<file path="src/hdl/sdrs_pkg.sv">
// ----------------------------------------------------------------------------
// sdrs_pkg
// shared types and constants of the stable descending record sorter
// ----------------------------------------------------------------------------
package sdrs_pkg;

    localparam int KEY_W   = 7;
    localparam int TAG_W   = 5;
    localparam int TDATA_W = 16;

    // one stored record
    typedef struct packed {
        logic [KEY_W-1:0] key;
        logic [TAG_W-1:0] tag;
    } t_rec;

    // what a cell shows its neighbors
    typedef struct packed {
        logic valid;
        logic keep;     // cell valid and stored key >= incoming key, cell holds on insert
        t_rec rec;
    } t_link;

    // per-cycle command broadcast along the chain
    typedef struct packed {
        logic ins;      // insert the broadcast record
        logic drain;    // shift toward cell 0 by one place
    } t_cell_ctl;

    typedef enum logic {
        ST_LOAD,
        ST_DRAIN
    } t_state;

endpackage

</file>
<file path="src/hdl/sdrs_cell.sv">
// ----------------------------------------------------------------------------
// sdrs_cell
// one place of the insertion chain, holds a record and a valid bit
// ----------------------------------------------------------------------------
module sdrs_cell (
    input  logic                 i_clk,
    input  logic                 i_rst_n,
    input  sdrs_pkg::t_cell_ctl  i_ctl,
    input  sdrs_pkg::t_rec       i_new,
    input  sdrs_pkg::t_link      i_prev,
    input  sdrs_pkg::t_link      i_next,
    output sdrs_pkg::t_link      o_link
);

    logic           r_valid;
    sdrs_pkg::t_rec r_rec;
    logic           n_valid;
    sdrs_pkg::t_rec n_rec;
    logic           w_keep;

    // ties stay ahead of the newcomer, which keeps the order stable
    assign w_keep = r_valid && (r_rec.key >= i_new.key);

    always_comb begin
        n_valid = r_valid;
        n_rec   = r_rec;
        if (i_ctl.drain) begin
            n_valid = i_next.valid;
            n_rec   = i_next.rec;
        end else if (i_ctl.ins && !w_keep) begin
            if (i_prev.keep) begin
                n_valid = 1'b1;
                n_rec   = i_new;
            end else begin
                n_valid = i_prev.valid;
                n_rec   = i_prev.rec;
            end
        end
    end

    always_ff @(posedge i_clk) begin
        if (!i_rst_n) begin
            r_valid <= 1'b0;
        end else begin
            r_valid <= n_valid;
        end
    end

    always_ff @(posedge i_clk) begin
        r_rec <= n_rec;
    end

    assign o_link.valid = r_valid;
    assign o_link.keep  = w_keep;
    assign o_link.rec   = r_rec;

endmodule

</file>
<file path="src/hdl/stable_descending_record_sort.sv">
// ----------------------------------------------------------------------------
// stable_descending_record_sort
// insertion-chain sorter, emits a run of records in descending key order
// ----------------------------------------------------------------------------
// Records are taken one item per cycle while loading (tready high) into a
// chain of MAX_ITEMS cells that keeps them sorted at all times: the incoming
// record is broadcast, every cell compares it with its own key, and the cells
// below the insertion point move one place down in the same cycle. Equal keys
// stay in arrival order. Records beyond MAX_ITEMS are dropped. The item marked
// tlast (stored if there is room) starts the output: the chain then shifts
// toward cell 0, one record per cycle into the output register while the
// sink does not stall, with tlast on the final one. Input is held off (tready
// low) from the cycle after the last item until the chain is empty; loading
// resumes while the final record may still wait in the output register.
// Nothing needs a clearing pass after reset.
// ----------------------------------------------------------------------------
module stable_descending_record_sort #(
    parameter int MAX_ITEMS = 32    // 2 to 64
) (
    input  logic                         i_clk,
    input  logic                         i_rst_n,
    // input stream
    input  logic                         i_s_axis_tvalid,
    output logic                         o_s_axis_tready,
    input  logic [sdrs_pkg::TDATA_W-1:0] i_s_axis_tdata,   // key[6:0], tag[11:7], zero
    input  logic                         i_s_axis_tlast,   // last record of the set
    // output stream
    output logic                         o_m_axis_tvalid,
    input  logic                         i_m_axis_tready,
    output logic [sdrs_pkg::TDATA_W-1:0] o_m_axis_tdata,   // sorted_key[6:0], sorted_tag[11:7], zero
    output logic                         o_m_axis_tlast    // end_of_run
);

    localparam int REC_W = sdrs_pkg::KEY_W + sdrs_pkg::TAG_W;

    sdrs_pkg::t_state    r_state;
    sdrs_pkg::t_state    n_state;
    sdrs_pkg::t_cell_ctl w_ctl;
    sdrs_pkg::t_rec      w_new;
    sdrs_pkg::t_link     w_link [MAX_ITEMS];
    sdrs_pkg::t_link     w_head;   // stands left of cell 0
    sdrs_pkg::t_link     w_tail;   // stands right of the last cell

    logic                r_out_valid;
    sdrs_pkg::t_rec      r_out_rec;
    logic                r_out_last;

    logic                w_in_acc;
    logic                w_full;
    logic                w_load;

    // input item split into its fields
    assign w_new.key = i_s_axis_tdata[sdrs_pkg::KEY_W-1:0];
    assign w_new.tag = i_s_axis_tdata[REC_W-1:sdrs_pkg::KEY_W];

    assign w_in_acc = i_s_axis_tvalid && o_s_axis_tready;
    // chain holds a prefix of valid cells, so the last one tells full
    assign w_full   = w_link[MAX_ITEMS-1].valid;
    // cell 0 moves into the output register when that is free
    assign w_load   = (r_state == sdrs_pkg::ST_DRAIN) && w_link[0].valid &&
                      (!r_out_valid || i_m_axis_tready);

    assign w_ctl.ins   = w_in_acc && !w_full;
    assign w_ctl.drain = w_load;

    // cell 0 always takes the newcomer if it does not keep its own record
    assign w_head.valid = 1'b0;
    assign w_head.keep  = 1'b1;
    assign w_head.rec   = '0;
    assign w_tail.valid = 1'b0;
    assign w_tail.keep  = 1'b0;
    assign w_tail.rec   = '0;

    // the chain
    for (genvar g = 0; g < MAX_ITEMS; g++) begin : g_cell
        sdrs_cell u_cell (
            .i_clk   (i_clk),
            .i_rst_n (i_rst_n),
            .i_ctl   (w_ctl),
            .i_new   (w_new),
            .i_prev  ((g == 0) ? w_head : w_link[(g == 0) ? 0 : g - 1]),
            .i_next  ((g == MAX_ITEMS - 1) ? w_tail
                                           : w_link[(g == MAX_ITEMS - 1) ? g : g + 1]),
            .o_link  (w_link[g])
        );
    end

    // load / drain control
    always_comb begin
        n_state = r_state;
        case (r_state)
            sdrs_pkg::ST_LOAD: begin
                if (w_in_acc && i_s_axis_tlast) begin
                    n_state = sdrs_pkg::ST_DRAIN;
                end
            end
            sdrs_pkg::ST_DRAIN: begin
                // chain empty: every record has reached the output register
                if (!w_link[0].valid) begin
                    n_state = sdrs_pkg::ST_LOAD;
                end
            end
            default: begin
                n_state = sdrs_pkg::ST_LOAD;
            end
        endcase
    end

    always_ff @(posedge i_clk) begin
        if (!i_rst_n) begin
            r_state <= sdrs_pkg::ST_LOAD;
        end else begin
            r_state <= n_state;
        end
    end

    assign o_s_axis_tready = (r_state == sdrs_pkg::ST_LOAD);

    // output register
    always_ff @(posedge i_clk) begin
        if (!i_rst_n) begin
            r_out_valid <= 1'b0;
        end else if (w_load) begin
            r_out_valid <= 1'b1;
        end else if (i_m_axis_tready) begin
            r_out_valid <= 1'b0;
        end
    end

    always_ff @(posedge i_clk) begin
        if (w_load) begin
            r_out_rec  <= w_link[0].rec;
            // nothing behind cell 0 means this is the final record
            r_out_last <= !w_link[1].valid;
        end
    end

    assign o_m_axis_tvalid = r_out_valid;
    assign o_m_axis_tdata  = {{(sdrs_pkg::TDATA_W - REC_W){1'b0}},
                              r_out_rec.tag, r_out_rec.key};
    assign o_m_axis_tlast  = r_out_last;

endmodule

</file>
<file path="config.mk">
export PLATFORM = sky130hd
export DESIGN_NAME = stable_descending_record_sort
export DESIGN_NICKNAME = d
export VERILOG_FILES = /design/src/hdl/sdrs_pkg.sv /design/src/hdl/sdrs_cell.sv /design/src/hdl/stable_descending_record_sort.sv
export SDC_FILE = /design/constraint.sdc
export NUM_CORES = 1
export LEC_CHECK = 0
export ABC_AREA = 1
export ABC_CLOCK_PERIOD_IN_PS = 4400
export BUFFER_PORTS_ARGS = -buffer_cell sky130_fd_sc_hd__buf_2
export CAP_MARGIN = 40
export CORE_AREA = 2 2 255 282
export DETAILED_ROUTE_END_ITERATION = 6
export DIE_AREA = 0 0 257 284
export MAX_ROUTING_LAYER = met4
export PLACE_DENSITY = 0.57
export SYNTH_ARGS = -nofsm -noshare
export SYNTH_HDL_FRONTEND = slang
export SYNTH_SLANG_ARGS = --single-unit
</file>
<file path="constraint.sdc">
create_clock -name i_clk -period 4.4 [get_ports i_clk]
set_clock_uncertainty 0.2 [all_clocks]
set_input_delay 0.44 -clock i_clk [delete_from_list [all_inputs] [get_ports i_clk]]
set_output_delay 0.44 -clock i_clk [all_outputs]
set_load 0.005 [all_outputs]
</file>
**Word level (Yosys, flattened, before mapping)**

Cells that the tools add are included.

- Flip-flop bits (word level): 431
- Input port bits: 21
- Output and inout port bits: 19

- Order comparisons: 32
- Mux-type cells: 191
- Bitwise operators: 2
- Reductions and logical operators: 138

Operator list:

| kind | count |
|---|---|
| $mux 12 | 93 |
| $ge 7x7->1 | 32 |
| $mux 1 | 97 |
| $logic_and 1x1->1 | 69 |
| $reduce_bool 2->1 | 32 |
| $logic_not 1->1 | 35 |
| $not 1->1 | 2 |
| $pmux 1 s2 | 1 |
| $reduce_or 2->1 | 1 |
| $logic_or 1x1->1 | 1 |

**Logic depth before layout (Yosys ltp)**

Gate-level depths: netlist of the first run.

- Depth after elaboration: 6
- Mapped depth: 15
- Gate-level depth less buffers: 13

**Hierarchy**

Synthesis of the first run repeated with hierarchy kept, for this count alone.

- Cell total of the unflattened synthesis: 3,617
- Area, all modules: 28,559.9 um^2

By module, submodules not included:

| module | times used | cells each | area each (um^2) | sequential area each (um^2) |
|---|---|---|---|---|
| sdrs_cell | 32 | 112 | 875.8 | 380.4 |
| stable_descending_record_sort | 1 | 33 | 533.0 | 430.4 |

**Worst setup path before layout of the first run**

No wires, ideal clock.

- Kind: input to register
- Start point: input i_s_axis_tdata[2] (netlist bit)
- End point: register g_cell[0].u_cell.r_rec (netlist bit g_cell[0].u_cell.o_link[0]), enable pin
- Setup time: 0.350 ns
- Arrival time: 2.619 ns
- Required time: 3.850 ns
- Path slack: 1.230 ns
- Cell stages on the path: 11
- Buffers on the path: 2
- Cells stage by stage: clkbuf_1 > inv_1 > ha_1 > a21oi_1 > o21ai_0 > nand2_1 > nand3_1 > nand2_1 > buf_2 > nand2_1 > nand2_1

- Word-level cells in the longest chain between the ends: 5

Ends and longest elaborated chain:

| what | RTL line | RTL |
|---|---|---|
| start: declaration | stable_descending_record_sort.sv:25 | `input logic [sdrs_pkg::TDATA_W-1:0] i_s_axis_tdata,` |
| $ge 7x7->1 | sdrs_cell.sv:22 | `assign w_keep = r_valid && (r_rec.key >= i_new.key);` |
| $logic_and 1x1->1 | sdrs_cell.sv:22 |  |
| $logic_not 1->1 | sdrs_cell.sv:30 | `end else if (i_ctl.ins && !w_keep) begin` |
| $logic_and 1x1->1 | sdrs_cell.sv:30 |  |
| $reduce_bool 2->1 (no source line) | n/a |  |
| end signal: assignment | sdrs_cell.sv:50 | `r_rec <= n_rec;` |
| end: declaration | sdrs_cell.sv:16 | `sdrs_pkg::t_rec r_rec;` |

Every way passes these cells.
A chain may end at the register's enable or synchronous reset.

**Worst setup path in the final report of the first run**

- Start point: register g_cell[14].u_cell.r_rec (netlist bit g_cell[14].u_cell.o_link[11])
- End point: register g_cell[14].u_cell.r_rec (netlist bit g_cell[14].u_cell.o_link[4]), enable pin

- Word-level cells in the longest chain between the ends: 5

Ends and longest elaborated chain:

| what | RTL line |
|---|---|
| start: declaration | sdrs_cell.sv:16 |
| start signal: assignment | sdrs_cell.sv:50 |
| $ge 7x7->1 | sdrs_cell.sv:22 |
| $logic_and 1x1->1 | sdrs_cell.sv:22 |
| $logic_not 1->1 | sdrs_cell.sv:30 |
| $logic_and 1x1->1 | sdrs_cell.sv:30 |
| $reduce_bool 2->1 (no source line) | n/a |

Every way passes these cells.

==> results.json, run 1 <==
{
  "max_slew_margin_pct": 49.70,
  "run_status": "completed",
  "drive_gt1_share_pct": 5.324,
  "reg2regPathDepth": 8,
  "initial_utilization_pct": 39.60,
  "yosys-top-cells-count": "nand2_1, nand3_1, edfxtp_1, nor2_1, inv_1",
  "root_buffer": "clkbuf_16",
  "dieArea_sq_um": 72990,
  "setup_viol": 0,
  "yosysMostFrequentCell": "nand2_1",
  "required_ns": 4.42,
  "synthCells": 3499,
  "initialDrtViolationCount": 2223,
  "vias_per_cell": 5.400,
  "cts_buffer_depth": 3,
  "slowest_delay_ns": 0.52,
  "area_delta_synth_final_pct": 9.547,
  "crit_top_cell": "nand2_1",
  "peakVddDrop_mv": 0.2670,
  "grt_pass1_wl_microns": 128000,
  "path_class": "reg2reg",
  "reg2reg_slack_ns": 1.21,
  "critPathTopFamily": "simple AND/OR/NAND/NOR gates",
  "synthesis.area_sq_um": 27740,
  "grt.overflow.total": 0,
  "antenna_found_initial": 0,
  "num-fill-cells": 6985,
  "cts_tree": "done",
  "worstHoldPathType": "in2reg",
  "die-height_microns": 284,
  "drt-total-wl_microns": 82080,
  "whs_ns": 0.1687,
  "worstPathArrival_ns": 3.21,
  "synth_flop_cell": "edfxtp_1",
  "dpl.hpwl_microns": 54810,
  "rows": 102,
  "pin_count": 40,
  "total_power_uw": 13340,
  "cts_sinks": 431,
  "fin_crit_sh_pct": 72.53,
  "h-tree-depth": 2,
  "grt_setup_unrepaired": "no",
  "place_congestion": 0.8392,
  "final_hold_viol_count": 0,
  "async_flop_share_pct": 0,
  "clock_latency_ns": 0.61,
  "crit_cells": 8,
  "yosys.area.top_type": "edfxtp_1",
  "crit_path_start_kind": "register",
  "drv_slew": 0,
  "path_clk_slew_ns": 0.06,
  "tns_ns": 0,
  "synth_top_area_share_pct": 41.67,
  "cts_buffers": 49,
  "grt_pass1_vias": 22070,
  "yosysUniqueCellTypes": 28,
  "worstMarginPinSlew_ns": 0.7545,
  "fin_crit_ns": 3.192,
  "post_drt_wl_per_cell_microns": 18.69,
  "nNetsFinal": 3653,
  "grt_max_degree": 169,
  "hold-path-cell-count": 4,
  "cellLeakagePower_uw": 0.01326,
  "path_cells": "ha_1, nand2_1, inv_1, a21oi_1, nand3_1, nand2_1, nand2_1, nand2_1",
  "synth_area_leaders": "edfxtp_1, nand2_1, ha_1, nand3_1, a31oi_1",
  "cp_max_fo": 14,
  "finalCoreUtilization_pct": 43.38,
  "die_x_microns": 257,
  "worstHoldStart": "i_rst_n",
  "synth_enable_flop_cells": 385,
  "core_sq_um": 70060,
  "fmax_mhz": 313.3,
  "r2r-end": "g_cell[14].u_cell.o_link[4]",
  "track_usage_pct": 22.71,
  "drtPass1Iterations": 7,
  "ys_seq_area_share_pct": 44.99,
  "pwr_density_cell_nw_per_um2": 439.0,
  "maxCapViolCount": 0,
  "ys_warn_count": 0,
  "ys_seq_elements": 431,
  "drc": 0,
  "endpoint_kind": "register",
  "cpMaxStageDelayCell": "nand2_1",
  "holdPathEnd": "g_cell[11].u_cell.r_valid",
  "ctsResizeCount": 0,
  "vias": 23720,
  "ant_nets": 0,
  "crit_buf_inv": 1,
  "port_buffers": 31,
  "syn_area_per_cell_sq_um": 7.929,
  "antenna_cells": 0,
  "r2r-start": "g_cell[14].u_cell.o_link[11]"
}
## power breakdown
part	leakage [uW]	total [uW]	switching [uW]	internal [uW]
Clock	0.000807	4230	1770	2450
Sequential	0.00409	6050	633	5420
Combinational	0.00836	3060	1990	1080
Total	0.0133	13300	4390	8950
## through the flow
stage                     setup slack, ns  area, sq um  instances
final                               1.208        30390       4392
after global placement             0.6671        28630       4292
after global routing               0.9120        30390       4392
after floorplan                     1.230        27750       3502
after detailed placement           0.6508        28740       4297
after CTS                           1.234        30390       4392
## area by class of cell
type,instances,area (sq um),area share (%)
clock buffers,67,1396,4.594
inverters,296,1119,3.681
flip-flops and latches,431,12480,41.07
repair buffers,99,893.4,2.939
multi-input cells,2538,13100,43.11
clock inverters,25,229.0,0.7534
well taps,936,1171,3.853
## tightest hold or removal path: stages
cell	delay, ns
buf_2	0.09
buf_4	0.24
nand2_1	0.11
nor2_1	0.03
## layout by cell type, fill, tap and decap left out, drive strengths merged, types with 13 or more instances in the layout
master / count
nand2: 943
nand3b: 13
nor2: 379
a21oi: 67
edfxtp: 385
buf: 96
clkbuf: 67
dfxtp: 46
o21ai: 176
inv: 296
ha: 217
a31oi: 288
nand3: 441
clkinv: 20
## per-layer routing
| layer | up-vias | global-route usage [%] | routed length [microns] |
|---|---|---|---|
| li1 | 11790 | - | - |
| met1 | 11100 | 30.86 | 37650 |
| met2 | 707 | 36.26 | 37770 |
| met3 | 120 | 2.447 | 4724 |
| met4 | 0 | 5.596 | 1935 |
| met5 | - | - | 0 |
## state kept, by name, summed over array words and instances (netlist names)
| signal | flops |
|---|---|
| o_m_axis_tdata | 12 |
| r_state | 1 |
| g_cell.u_cell.o_link | 384 |
| o_m_axis_tvalid | 1 |
| g_cell.u_cell.r_valid | 32 |
| o_m_axis_tlast | 1 |
## repair_timing
| item | 4_1_cts | 5_1_grt |
|---|---|---|
| setup buffers | 0 | 0 |
| hold endpoints to repair | 2 | 0 |
| hold buffers | 3 | 0 |
## worst max-delay path by stage
stage                                      start                     endpoint  slack [ns]
finish              g_cell[14].u_cell.o_link[11]  g_cell[14].u_cell.o_link[4]        1.21
floorplan                      i_s_axis_tdata[2]   g_cell[0].u_cell.o_link[0]        1.23
global placement               i_s_axis_tdata[6]   g_cell[0].u_cell.o_link[2]        0.67
CTS                  g_cell[17].u_cell.o_link[7]  g_cell[17].u_cell.o_link[1]        1.23
detailed placement             i_s_axis_tdata[6]   g_cell[5].u_cell.o_link[3]        0.65
global route        g_cell[17].u_cell.o_link[11]    g_cell[17].u_cell.r_valid        0.91
## cell families (layout without fill, tap and decap cells)
logic type | Yosys count | after routing | share of synthesized area (%)
other cells | 1 | 4 | 0.01352
fa+ha+maj | 217 | 217 | 9.787
flops | 431 | 431 | 44.99
simple gates | 1778 | 1778 | 26.28
compound gates | 539 | 539 | 11.11
buf+inv | 533 | 487 | 7.825
No activity file was read; power rests on OpenSTA's default activity.
==> run 2: changes to the inputs <==
- ABC_AREA: 1 -> 0
- ABC_CLOCK_PERIOD_IN_PS: 4400 -> 2900
- CORE_AREA: 2 2 255 282 -> 2 2 246 272
- DIE_AREA: 0 0 257 284 -> 0 0 248 274
- PLACE_DENSITY: 0.57 -> 0.59
- clock period: 4.4 -> 2.9 ns (I/O delays scaled with it)
==> run 2 against run 1 <==
Compared with the run above:
- synthesized cell count down 26%
- hold slack lost 0.14 ns
- die area fell by 6.9%
- first-iteration DRC count down 21%
- critical path depth decreased by 1
- combinational power grew 24%
- synthesized area fell by 7.0%
- flip-flop and latch count unchanged
==> results.json, run 2 <==
{
  "peakVddDrop_mv": 0.4404,
  "worstMarginPinSlew_ns": 0.6829,
  "nNetsFinal": 2816,
  "vias": 20250,
  "yosysUniqueCellTypes": 38,
  "area_delta_synth_final_pct": 11.66,
  "track_usage_pct": 22.02,
  "r2r-start": "g_cell[29].u_cell.o_link[10]",
  "num-fill-cells": 6157,
  "initialDrtViolationCount": 1763,
  "antenna_found_initial": 2,
  "synth_area_leaders": "edfxtp_1, ha_1, mux2i_1, nand2_1, o21ai_0",
  "holdPathEnd": "g_cell[31].u_cell.o_link[1]",
  "rows": 99,
  "ctsResizeCount": 0,
  "port_buffers": 31,
  "fmax_mhz": 395.2,
  "drtPass1Iterations": 6,
  "vias_per_cell": 5.828,
  "finalCoreUtilization_pct": 43.97,
  "synthSimpleGateAreaFrac_pct": 12.34,
  "cts_buffer_depth": 3,
  "ant_nets": 0,
  "place_congestion": 0.8440,
  "crit_path_start_kind": "register",
  "dpl.hpwl_microns": 49140,
  "die-height_microns": 274,
  "yosys.area.top_type": "edfxtp_1",
  "ys_seq_area_share_pct": 48.38,
  "clock_latency_ns": 0.59,
  "syn_area_per_cell_sq_um": 9.992,
  "grt.overflow.total": 0,
  "place_inst": 3380,
  "reg2regPathDepth": 7,
  "cpMaxStageDelayCell": "edfxtp_1",
  "yosys-top-cells-count": "nand2_1, edfxtp_1, o21ai_0, ha_1, mux2i_1",
  "post-cts-setup-buffers": 0,
  "cts_buffers": 47,
  "initial_utilization_pct": 39.37,
  "ys_warn_count": 0,
  "cp_max_fo": 4,
  "synthesis.area_sq_um": 25800,
  "async_flop_share_pct": 0,
  "cts_tree": "done",
  "synth.area.mux_share_pct": 6.751,
  "max_slew_margin_pct": 54.48,
  "path_class": "reg2reg",
  "drive_gt1_share_pct": 10.05,
  "synth_enable_flop_cells": 385,
  "core_sq_um": 65530,
  "hold-path-cell-count": 3,
  "drc": 0,
  "r2r-end": "g_cell[30].u_cell.o_link[10]",
  "grt_setup_unrepaired": "no",
  "path_cells": "ha_1, a211oi_1, o22ai_1, a21oi_1, buf_4, mux2i_1, o21ai_0",
  "synth_xor_area_share_pct": 0,
  "required_ns": 3.02,
  "reg2reg_slack_ns": 0.37,
  "grt_pass1_vias": 20140,
  "worstPathArrival_ns": 2.65,
  "pwr_density_cell_nw_per_um2": 644.3,
  "final_cell_mix": "edfxtp_1, nand2_1, o21ai_0",
  "synth_top_family_by_area": "compound AO/OA/AOI/OAI gates",
  "largest_reg_flops": 384,
  "post_drt_wl_per_cell_microns": 20.89,
  "dieArea_sq_um": 67950,
  "fin_crit_sh_pct": 87.26,
  "worstHoldStart": "i_s_axis_tdata[8]",
  "pin_count": 40,
  "die_x_microns": 248,
  "final_hold_viol_count": 0,
  "cellLeakagePower_uw": 0.01161,
  "layout_commonest_cell": "edfxtp_1",
  "h-tree-depth": 2,
  "endpoint_kind": "register",
  "path_clk_slew_ns": 0.06,
  "total_power_uw": 18560,
  "synth_top_area_share_pct": 44.81,
  "setup_viol": 0,
  "root_buffer": "clkbuf_16",
  "grt_pass1_wl_microns": 114900,
  "drt-total-wl_microns": 72600,
  "worstHoldPathType": "in2reg",
  "run_status": "completed",
  "maxCapViolCount": 0,
  "synth_compound_area_share_pct": 16.86,
  "ys_seq_elements": 431,
  "synthAdderAreaFrac_pct": 10.52,
  "instances_no_fill": 3475,
  "yosysMostFrequentCell": "nand2_1",
  "synth_flop_cell": "edfxtp_1",
  "slowest_delay_ns": 0.46,
  "whs_ns": 0.02487,
  "fin_crit_ns": 2.530,
  "cts_sinks": 431,
  "synthCells": 2582,
  "drv_slew": 0,
  "grt_max_degree": 127
}
-- run 2: cell types whose count changed after synthesis, moves of 31 or more --
cell / change
a31oi_1: -245
mux2i_1: +174
a21oi_1: +67
nor2_1: -292
nand4_1: +31
o211ai_1: +136
o221ai_1: +53
inv_1: -198
nand2_1: -535
o21ai_0: +86
nand3_1: -275
-- run 2: per-stage QoR --
step | setup TNS, ns | setup WS (ns) | area [sq um]
6_report | 0 | 0.3696 | 28810
3_3_place_gp | 0 | 0.1277 | 27290
2_1_floorplan | -0.6748 | -0.01931 | 25950
5_1_grt | 0 | 0.1880 | 28810
4_1_cts | 0 | 0.3967 | 28810
3_5_place_dp | 0 | 0.08054 | 27290
-- run 2: logic make-up after synthesis --
group,count (synthesis)
flops,431
fa+ha+maj,217
mux,174
buf+inv,303
other cells,1
simple gates,737
compound gates,719
-- run 2: how the worst max path moves through the flow --
stage                                 startpoint                           end  slack (ns)  cells past startpoint
floorplan                      i_s_axis_tdata[2]    g_cell[1].u_cell.o_link[0]       -0.02                      9
global placement               i_s_axis_tdata[5]   g_cell[17].u_cell.o_link[4]        0.13                     10
detailed placement             i_s_axis_tdata[5]   g_cell[30].u_cell.o_link[7]        0.08                     10
CTS                 g_cell[29].u_cell.o_link[10]   g_cell[30].u_cell.o_link[7]        0.40                      7
global route        g_cell[29].u_cell.o_link[10]  g_cell[30].u_cell.o_link[10]        0.19                      7
finish              g_cell[29].u_cell.o_link[10]  g_cell[30].u_cell.o_link[10]        0.37                      7
-- run 2: final cells by class --
type                            instances  area (sq um)  share of cell area [%]
Antenna cell                            1         2.502                0.008686
Clock buffer                           53          1241                   4.308
Clock inverter                         34         202.7                  0.7036
Inverter                               97         390.4                   1.355
Multi-Input combinational cell       1851         12140                   42.13
Sequential cell                       431         12480                   43.33
Tap cell                              858          1074                   3.726
Timing Repair Buffer                  150          1279                   4.439
-- run 2: timing repair --
action	4_1_cts	5_1_grt
hold endpoints to repair	6	0
hold buffers	7	0
setup endpoints to repair	0	0
-- run 2: worst max-delay path, delay by kind of cell (launching register included) --
| family | cells | cell delay (ns) |
|---|---|---|
| DFF | 1 | 0.46 |
| adders and majority gates | 1 | 0.34 |
| muxes | 1 | 0.24 |
| AOI/OAI and AO/OA | 4 | 0.81 |
| buffers and inverters | 1 | 0.21 |
-- run 2: power breakdown --
part	internal [uW]	leakage [uW]	switching (uW)
registers	8150	0.00410	804
clock network	3240	0.000721	2590
logic	1510	0.00679	2270
-- run 2: routing by layer --
| metal | up-vias | part of all wire, % | GRT usage, % |
|---|---|---|---|
| met5 | - | 0 | - |
| met3 | 142 | 5.4 | 2.809 |
| li1 | 9633 | - | - |
| met1 | 9864 | 44 | 28.64 |
| met2 | 612 | 48 | 35.93 |
| met4 | 0 | 2.7 | 6.382 |
==> run 3: changes to the inputs <==
- BUFFER_PORTS_ARGS: -buffer_cell sky130_fd_sc_hd__buf_2 -> not set
- DONT_BUFFER_PORTS: not set -> 1
==> run 3 against run 2 <==
Compared with the run above:
- hold slack improved by 0.015 ns
- clock power rose by 4.3%
- non-clock buffer count fell by 17
- via count fell by 0.23%
- sequential share of layout area fell by 0.37 points
- global-route usage rose by 0.24 points
- combinational power barely moved
- largest power group unchanged
- critical path type unchanged
- total power rose by 1.5%
- count of clock-buffer cells in the layout rose by 13
- critical endpoint is now g_cell[31].u_cell.o_link[7]
- cell count fell by 0.46%
==> results.json, run 3 (synthesis gave the netlist of run 2 again) <==
{
  "run_status": "completed",
  "path_cells": "ha_1, a211oi_1, o22ai_1, a21oi_4, buf_6, mux2i_1, dlygate4sd3_1, a21oi_1",
  "final_cell_mix": "edfxtp_1, nand2_1, o21ai_0",
  "rows": 99,
  "initial_utilization_pct": 39.37,
  "grt.overflow.total": 0,
  "die_x_microns": 248,
  "antenna_found_initial": 1,
  "core_sq_um": 65530,
  "placed_area_sq_um": 27160,
  "finalCoreUtilization_pct": 44.35,
  "required_ns": 3.15,
  "worstHoldPathType": "in2reg",
  "instances_no_fill": 3459,
  "internal_power_uw": 13190,
  "switching_share_pct": 30.00,
  "initialDrtViolationCount": 1797,
  "grt_max_degree": 113,
  "r2r-start": "g_cell[30].u_cell.o_link[10]",
  "cts_buffer_depth": 3,
  "nNetsFinal": 2800,
  "worst_slack_ns": 0.1045,
  "track_usage_pct": 22.26,
  "die-height_microns": 274,
  "total_power_uw": 18850,
  "area_delta_synth_final_pct": 12.63,
  "clock_latency_ns": 0.59,
  "largest_reg_flops": 384,
  "fin_crit_sh_pct": 96.40,
  "grt_pass1_vias": 20110,
  "setup_viol": 0,
  "path_class": "reg2reg",
  "seqPwrFrac_pct": 47.6,
  "worstHoldStart": "i_s_axis_tdata[6]",
  "fin_crit_ns": 2.795,
  "port_buffers": 0,
  "critPathLaunch": "g_cell[30].u_cell.o_link[10]",
  "max_slew_margin_pct": 55.26,
  "layout_commonest_cell": "edfxtp_1",
  "h-tree-depth": 2,
  "worstMarginPinSlew_ns": 0.6688,
  "pin_count": 40,
  "cts_buffers": 48,
  "crit_path_start_kind": "register",
  "power_frac_clock_pct": 32.2,
  "place_inst": 3340,
  "drt-total-wl_microns": 73870,
  "post_drt_wl_per_cell_microns": 21.35,
  "cp_max_fo": 9,
  "dpl.hpwl_microns": 49050,
  "cpMaxStageDelayCell": "dlygate4sd3_1",
  "path_clk_slew_ns": 0.06,
  "maxCapViolCount": 0,
  "dieArea_sq_um": 67950,
  "worstPathArrival_ns": 3.05,
  "cts_tree": "done",
  "grt_setup_unrepaired": "no",
  "vias_per_cell": 5.841,
  "pwr_density_cell_nw_per_um2": 648.6,
  "fmax_mhz": 357.7,
  "drive_gt1_share_pct": 8.885,
  "place_ws_ns": 0.2050,
  "peakVddDrop_mv": 0.4981,
  "ant_nets": 0,
  "endpoint_kind": "register",
  "comb_power_share_pct": 20.2,
  "place_congestion": 0.8753,
  "grt_pass1_wl_microns": 115800,
  "final_hold_viol_count": 0,
  "drtPass1Iterations": 6,
  "drc": 0,
  "drv_slew": 0,
  "cellLeakagePower_uw": 0.01166,
  "root_buffer": "clkbuf_16",
  "cts_sinks": 431,
  "final_cell_area_sq_um": 29060,
  "slowest_delay_ns": 0.57,
  "power.switching_uw": 5654,
  "vias": 20210
}
==> run 3: changes by cell type in the layout (fill, tap and decap cells not counted), moves of 5 or more <==
cell           delta
dlygate4sd3_1    +15
buf_12           +14
clkinv_2          -6
clkinv_1          -8
buf_2            -31
buf_4            -17
clkbuf_8          +5
clkbuf_1          +8
==> run 3: worst paths after layout <==
path | end | slack, ns | cells past startpoint
setup / recovery | g_cell[31].u_cell.o_link[7] | 0.10 | 8
hold / removal | g_cell[21].u_cell.o_link[11] | 0.04 | 3
setup reg to reg | g_cell[31].u_cell.o_link[7] | 0.10 | 8
hold reg to reg | o_m_axis_tdata[8] | 0.26 | 0
==> run 3: layout make-up <==
class	instances	area (sq um)
clock buffers	66	1340
fillers	6079	36470
multi-input cells	1851	12140
well taps	858	1074
clock inverters	22	181.4
repair buffers	133	1450
flip-flops and latches	431	12480
diodes	1	2.502
inverters	97	390.4
==> run 3: layer usage <==
metal  GRT usage [%]  routed length (microns)  vias up
met5               -                        0        -
met4           7.422                     2154        0
li1                -                        -     9613
met1           29.05                    32520     9801
met2           35.69                    35140      647
met3           2.897                     4056      144
==> run 3: critical path, delay by kind of cell (launching register included) <==
| family | cells | cell delay (ns) |
|---|---|---|
| buffers and inverters | 2 | 0.79 |
| adders and majority gates | 1 | 0.32 |
| DFF | 1 | 0.43 |
| muxes | 1 | 0.19 |
| AOI/OAI and AO/OA | 4 | 0.73 |
==> run 3: power groups by stage <==
stage / Clock (uW) / Sequential (uW) / Combinational, uW
6_report: 6070 / 8960 / 3810
5_1_grt: 6390 / 9060 / 4320
4_1_cts: 6170 / 8950 / 3800
3_5_place_dp: 0 / 9070 / 3630
3_3_place_gp: 0 / 9060 / 3460
2_1_floorplan: 0 / 8680 / 2740
==> run 3: timing repair <==
item,in CTS,in global routing
setup buffers,0,0
endpoints found under the hold margin,245,0
endpoints found under the setup margin,0,2
hold buffers,30,0
resized for setup,0,2
==> run 3: through the flow <==
step	hold WS (ns)	setup TNS, ns
5_1_grt	0.03578	0
6_report	0.03951	0
4_1_cts	0.0002839	0
2_1_floorplan	0.2260	-0.6748
3_5_place_dp	0.2390	0
3_3_place_gp	0.2354	0
